`src/rtl/core/sliding_log_rate_limiter_defines.svh`:
```
// Assertion helpers for the rate limiter core.
`ifndef SLIDING_LOG_RATE_LIMITER_DEFINES_SVH
`define SLIDING_LOG_RATE_LIMITER_DEFINES_SVH

`ifndef NO_ASSERTIONS
// Property checked at every rising clock edge outside reset.
`define SLRL_ASSERT(lbl, clk, rstn, prop) \
  lbl: assert property (@(posedge clk) disable iff (!rstn) prop) \
    else $error("slrl assertion failed");
// Condition in one cycle implies a consequence in the next.
`define SLRL_ASSERT_NEXT(lbl, clk, rstn, ante, cons) \
  lbl: assert property (@(posedge clk) disable iff (!rstn) (ante) |=> (cons)) \
    else $error("slrl assertion failed");
`else
`define SLRL_ASSERT(lbl, clk, rstn, prop)
`define SLRL_ASSERT_NEXT(lbl, clk, rstn, ante, cons)
`endif

`endif

```
`src/rtl/core/slrl_pkg.sv`:
```
package slrl_pkg;

  localparam int unsigned TIME_BITS = 48;
  localparam int unsigned CNT_W     = 9;
  localparam int unsigned WAIT_W    = 20;
  localparam int unsigned CFG_IDX_W = 2;
  localparam int unsigned CFG_W     = 9;

  localparam logic [TIME_BITS-1:0] SECOND_US   = 48'd1000000;
  localparam logic [TIME_BITS-1:0] MINUTE_US   = 48'd60000000;
  localparam logic [WAIT_W-1:0]    SECOND_WAIT = 20'd1000000;
  localparam logic [CNT_W-1:0]     CNT_MAX     = 9'h1FF;

  // register indexes on the config port
  localparam logic [CFG_IDX_W-1:0] CFG_ENABLE   = 2'd0;
  localparam logic [CFG_IDX_W-1:0] CFG_PS_LIMIT = 2'd1;
  localparam logic [CFG_IDX_W-1:0] CFG_PM_LIMIT = 2'd2;

  localparam logic             ENABLE_RST   = 1'b1;
  localparam logic [CFG_W-1:0] PS_LIMIT_RST = 9'd10;
  localparam logic [CFG_W-1:0] PM_LIMIT_RST = 9'd256;

  typedef struct packed {
    logic                 kind;
    logic [TIME_BITS-1:0] now_us;
  } in_item_t;

  typedef struct packed {
    logic              granted;
    logic              log_full;
    logic [CNT_W-1:0]  count_last_second;
    logic [CNT_W-1:0]  count_last_minute;
    logic [WAIT_W-1:0] wait_us;
  } out_item_t;

  // controller -> datapath
  typedef struct packed {
    logic load;
    logic prune_rd;
    logic pop;
    logic scan_init;
    logic scan_rd;
    logic finish;
  } dp_cmd_t;

  // datapath -> controller
  typedef struct packed {
    logic enable;
    logic held_zero;
    logic too_old;
    logic scan_done;
  } dp_sts_t;

endpackage

```
`src/rtl/core/slrl_ctrl.sv`:
```
module slrl_ctrl (
  input  logic              clk_i,
  input  logic              rst_ni,
  input  logic              start_i,
  input  logic              kind_i,
  output logic              busy_o,
  output slrl_pkg::dp_cmd_t cmd_o,
  input  slrl_pkg::dp_sts_t sts_i
);

  typedef enum logic [5:0] {
    ST_IDLE     = 6'b000001,
    ST_PRUNE_RD = 6'b000010,
    ST_PRUNE_CK = 6'b000100,
    ST_SCAN_SET = 6'b001000,
    ST_SCAN     = 6'b010000,
    ST_FINISH   = 6'b100000
  } state_e;

  state_e state_q, state_d;

  always_comb begin
    state_d = state_q;
    cmd_o   = '0;
    case (state_q)
      ST_IDLE: begin
        if (start_i) begin
          cmd_o.load = 1'b1;
          // only an enforced acquire prunes the log
          state_d = (sts_i.enable && kind_i) ? ST_PRUNE_RD : ST_SCAN_SET;
        end
      end
      ST_PRUNE_RD: begin
        if (sts_i.held_zero) begin
          state_d = ST_SCAN_SET;
        end else begin
          cmd_o.prune_rd = 1'b1;
          state_d        = ST_PRUNE_CK;
        end
      end
      ST_PRUNE_CK: begin
        if (sts_i.too_old) begin
          cmd_o.pop = 1'b1;
          state_d   = ST_PRUNE_RD;
        end else begin
          state_d = ST_SCAN_SET;
        end
      end
      ST_SCAN_SET: begin
        cmd_o.scan_init = 1'b1;
        state_d         = ST_SCAN;
      end
      ST_SCAN: begin
        // last read data is folded in during the cycle that sees scan_done
        if (sts_i.scan_done) begin
          state_d = ST_FINISH;
        end else begin
          cmd_o.scan_rd = 1'b1;
        end
      end
      ST_FINISH: begin
        cmd_o.finish = 1'b1;
        state_d      = ST_IDLE;
      end
      default: begin
        state_d = ST_IDLE;
      end
    endcase
  end

  always_ff @(posedge clk_i or negedge rst_ni) begin
    if (!rst_ni) begin
      state_q <= ST_IDLE;
    end else begin
      state_q <= state_d;
    end
  end

  assign busy_o = (state_q != ST_IDLE);

endmodule

```
`config.mk`:
```
export PLATFORM = sky130hd
export DESIGN_NAME = slrl_ctrl
export DESIGN_NICKNAME = d
export VERILOG_FILES = /design/src/rtl/core/sliding_log_rate_limiter_defines.svh /design/src/rtl/core/slrl_pkg.sv /design/src/rtl/core/slrl_ctrl.sv
export SDC_FILE = /design/constraint.sdc
export NUM_CORES = 1
export LEC_CHECK = 0
export BUFFER_PORTS_ARGS = -buffer_cell sky130_fd_sc_hd__buf_2
export CORE_AREA = 2 2 39 41
export DETAILED_ROUTE_END_ITERATION = 10
export DIE_AREA = 0 0 41 43
export PLACE_DENSITY_LB_ADDON = 0.05
export SETUP_SLACK_MARGIN = 0.5
export SLEW_MARGIN = 25
export SYNTH_ARGS = -nofsm -noshare
export SYNTH_HDL_FRONTEND = slang
export SYNTH_SLANG_ARGS = --single-unit
```
`constraint.sdc`:
```
create_clock -name clk_i -period 3.8 [get_ports clk_i]
set_input_delay 0.19 -clock clk_i [delete_from_list [all_inputs] [get_ports clk_i]]
set_output_delay 0.19 -clock clk_i [all_outputs]
set_load 0.01 [all_outputs]
```
== After elaboration in Yosys (flattened, before gate mapping) ==
Index checks and enable logic that the tools add are counted.
W data, S select, Z words.
Word-level totals
  flip-flop bits (word level): 6
  input bits: 8
  output and inout port bits: 7
  logic and storage cells: 28
Cells by class
  eq/ne operators: 9
  multiplexer cells: 16
  reductions and logical operators: 2
Operators with widths (number)
  $pmux W6 S5: 1
  $mux W4: 3
  $mux W6: 2
  $mux W1: 10
  $eq A6 B1 Y1 const B: 1
  $eq A6 B2 Y1 const B: 1
  $eq A6 B3 Y1 const B: 1
  $eq A6 B4 Y1 const B: 1
  $eq A6 B5 Y1 const B: 1
  $eq A6 B6 Y1 const B: 1
  $ne A6 B1 Y1 const B: 1
  $ne A2 B2 Y1 const B: 2
  $reduce_and A2 Y1: 1
  $logic_and A1 B1 Y1: 1

== Depth between registers and ports, before layout ==
  depth in word-level cells: 4
  gate-level depth with buffers: 5

== Least setup slack after synthesis ==
Ideal clock, no wire load.
  path kind: reg-to-output
  start point: register state_q[4]
  end point: output cmd_o[4] in the netlist's numbering
  arrival time: 1.335 ns
  required time: 3.610 ns
  path slack: 2.275 ns
  cell stages (with the launch flop): 4
  path buffers: 1
  cell sequence: dfrtp_1 > or3_1 > buf_6 > nor4_1
RTL lines
  start, declared: line slrl_ctrl.sv:20  | state_e state_q, state_d;
  start signal, assigned: line slrl_ctrl.sv:75  | state_q <= state_d;
  end, declared: line slrl_ctrl.sv:7  | output slrl_pkg::dp_cmd_t cmd_o,

==> reports/qor.csv <==
metric,value,unit
Die Y-Extent,43,um
worst-case vdd ir drop,0.000206,V
HPWL after DPL,765,um
post-synthesis sequential area ratio,37.1,%
Max Clock Skew,4.39,ps
final period utilization,49.2,%
"Net count, final",75,
number of buffers created by CTS,3,
vias in the first global route,359,
total congestion overflow,0,
Die X-Extent,41,um
hold depth,2,
critical path required time,3610,ps
Hold Crit Class,in -> reg,
# port buffers,14,
fin area,523,um^2
Layout fillers,171,
data arrival time of the worst path,1680,ps
DR vias,384,
share of post-route cells with drive strength above 1,34.8,%
DRC,0,
min Tclk post-route,1870,ps
initial DRC count,5,
R2R cell count,4,
P&R area growth vs syn,28.2,%
count of cell types in the netlist,27,
syn avg cell area,8.50,um^2
Synth Instances,48,
clk_lat worst skew,240,ps
clock sink count,6,
Relative slew margins,65.1,%
# diodes,0,
H-tree levels,1,
# IOs,15,
die area,1760,um^2
Max Slew Vio Count,0,
routed wire length,923,um
Post-Place Cells,77,
critical path cell sequence,or3_1 > nor3_2 > and2_2 > buf_2,
Setup Crit Path Kind,reg -> out,
Starting Density,29.5,%
final hold violation count,0,
worst-margin pin slew,520,ps
"commonest non-fill, non-tap cell in the layout",buf_2,
area of the multi-input gates,230,um^2
Rows,14,
Tot Pwr,322,uW
fin cells,82,
Power Dens Cells,616,nW/um^2
Mapped Nets,56,
Mapped Area,408,um^2
Final Wtd Congestion,0.709,
Biggest register,state_q,
CP Launch Type,flip-flop,
CTS tree,done,
biggest regs,state_q x6,
RSZ-0062 raised after global routing,no,
area of placed instances,487,um^2
Final setup viols,0,
fmax,535,MHz
WL per Instance,11.3,um
largest net degree at the start of global routing,8,
Max-Cap Viols,0,
fin util,37.8,%
gr usage total,12.9,%
first-pass GRT wire length,1460,um
Pleak,0.293,nW
Placeable Area,1380,um^2
Worst path slowest cell,or3_1,
Bufs on Longest Clock Path,2,
antenna violations before repair,0,
"slowest stage delay, CP",470,ps
drt first pass iters,3,
number of synthesized register bits,6,
most frequent cells in the layout,"buf_2 (14), nor2_1 (8), dfrtp_1 (5)",
Crit Path Max Fanout,7,
"CTS clk-pin slew, worst paths",50,ps
CTS root buf,clkbuf_4,
Ys Warns,0,
Reg area,151,um^2
vias per cell,4.68,
Routed Antenna Nets,0,
flip-flop count of the largest register after layout,6,
Setup crit end kind,output port,
setup TNS,0,ps
outcome,completed,
critical path: cells and delay by family (launching register included):
kind	cells	cell delay (ps)
flip-flops	1	440
buffers and inverters	1	110
AND/OR/NAND/NOR	3	870
where the power goes:
part | switching [mW] | internal, mW | leakage, nW
registers | 0.0175 | 0.0823 | 0.0794
logic | 0.0879 | 0.0721 | 0.198
clock network | 0.0229 | 0.0398 | 0.0150
cells in the mapped netlist:
cell | instances | area share (%)
nor2_2 | 1 | 1.5
a32oi_1 | 1 | 2.1
dfrtp_1 | 5 | 31
nand2b_1 | 3 | 4.6
o211ai_2 | 1 | 3.1
o21ai_0 | 1 | 1.2
inv_1 | 4 | 3.7
and2_2 | 1 | 1.8
nor3_2 | 1 | 2.5
nor2b_1 | 1 | 1.5
o211a_1 | 1 | 2.5
or3_1 | 1 | 1.5
nand4_1 | 1 | 1.5
a21oi_2 | 1 | 2.1
o32a_1 | 1 | 2.5
and3_1 | 2 | 3.1
a31oi_1 | 1 | 1.5
nor2_1 | 8 | 7.4
nand2_1 | 2 | 1.8
nand3_1 | 2 | 2.5
buf_6 | 1 | 2.8
xor2_1 | 1 | 2.1
nor3_1 | 1 | 1.2
a2bb2oi_1 | 1 | 2.1
and2_1 | 2 | 3.1
dfstp_2 | 1 | 6.4
nor4_1 | 2 | 3.1
routing by layer:
layer | vias to the layer above | track usage [%] | routed length [um] | part of all wire, %
li1 | 204 | - | - | -
met1 | 171 | 15.5 | 410 | 44
met3 | 0 | 1.57 | 37 | 4.0
met4 | 0 | 10.0 | 0 | 0
met2 | 9 | 19.7 | 475 | 51
met5 | - | 0 | 0 | 0
final cells by class:
class	count	share of cell area (%)
Timing Repair Buffer	15	15.3
Tap cell	16	3.83
Clock buffer	4	5.02
Sequential cell	6	28.9
Inverter	4	2.87
Multi-Input combinational cell	37	44.0
metrics by stage:
stage / hold slack, ps / setup WS, ps
after floorplan: -106 / 2280
after global placement: 20.6 / 2180
after detailed placement: 16.2 / 2180
after CTS: 144 / 1910
after global routing: 152 / 1740
final: 149 / 1930
repair_timing:
| item | in CTS | in global routing |
|---|---|---|
| hold endpoints to repair | 6 | 0 |
| resized for setup | 0 | 0 |
| endpoints found under the setup margin | 0 | 0 |
| hold buffers | 1 | 0 |
| buffers inserted | 0 | 0 |
logic make-up after synthesis:
logic type | Yosys count | share of synthesized area (%)
and+or+nand+nor | 28 | 37.1
AOI/OAI and AO/OA | 8 | 17.2
buffers and inverters | 5 | 6.44
xor gates and xnor gates | 1 | 2.15
DFF | 6 | 37.1
final timing paths:
| check | start | to | slack (ps) |
|---|---|---|---|
| setup / recovery | state_q[2] | cmd_o[5] | 1930 |
| hold / removal | sts_i[2] | state_q[2] | 150 |
| setup reg to reg | state_q[5] | state_q[0] | 2210 |
| hold reg to reg | state_q[4] | state_q[5] | 600 |
| max in group asynchronous | rst_ni | state_q[0] | 3290 |
| min in group asynchronous | rst_ni | state_q[5] | 290 |
Note: power is estimated with default switching activity, not from simulation.
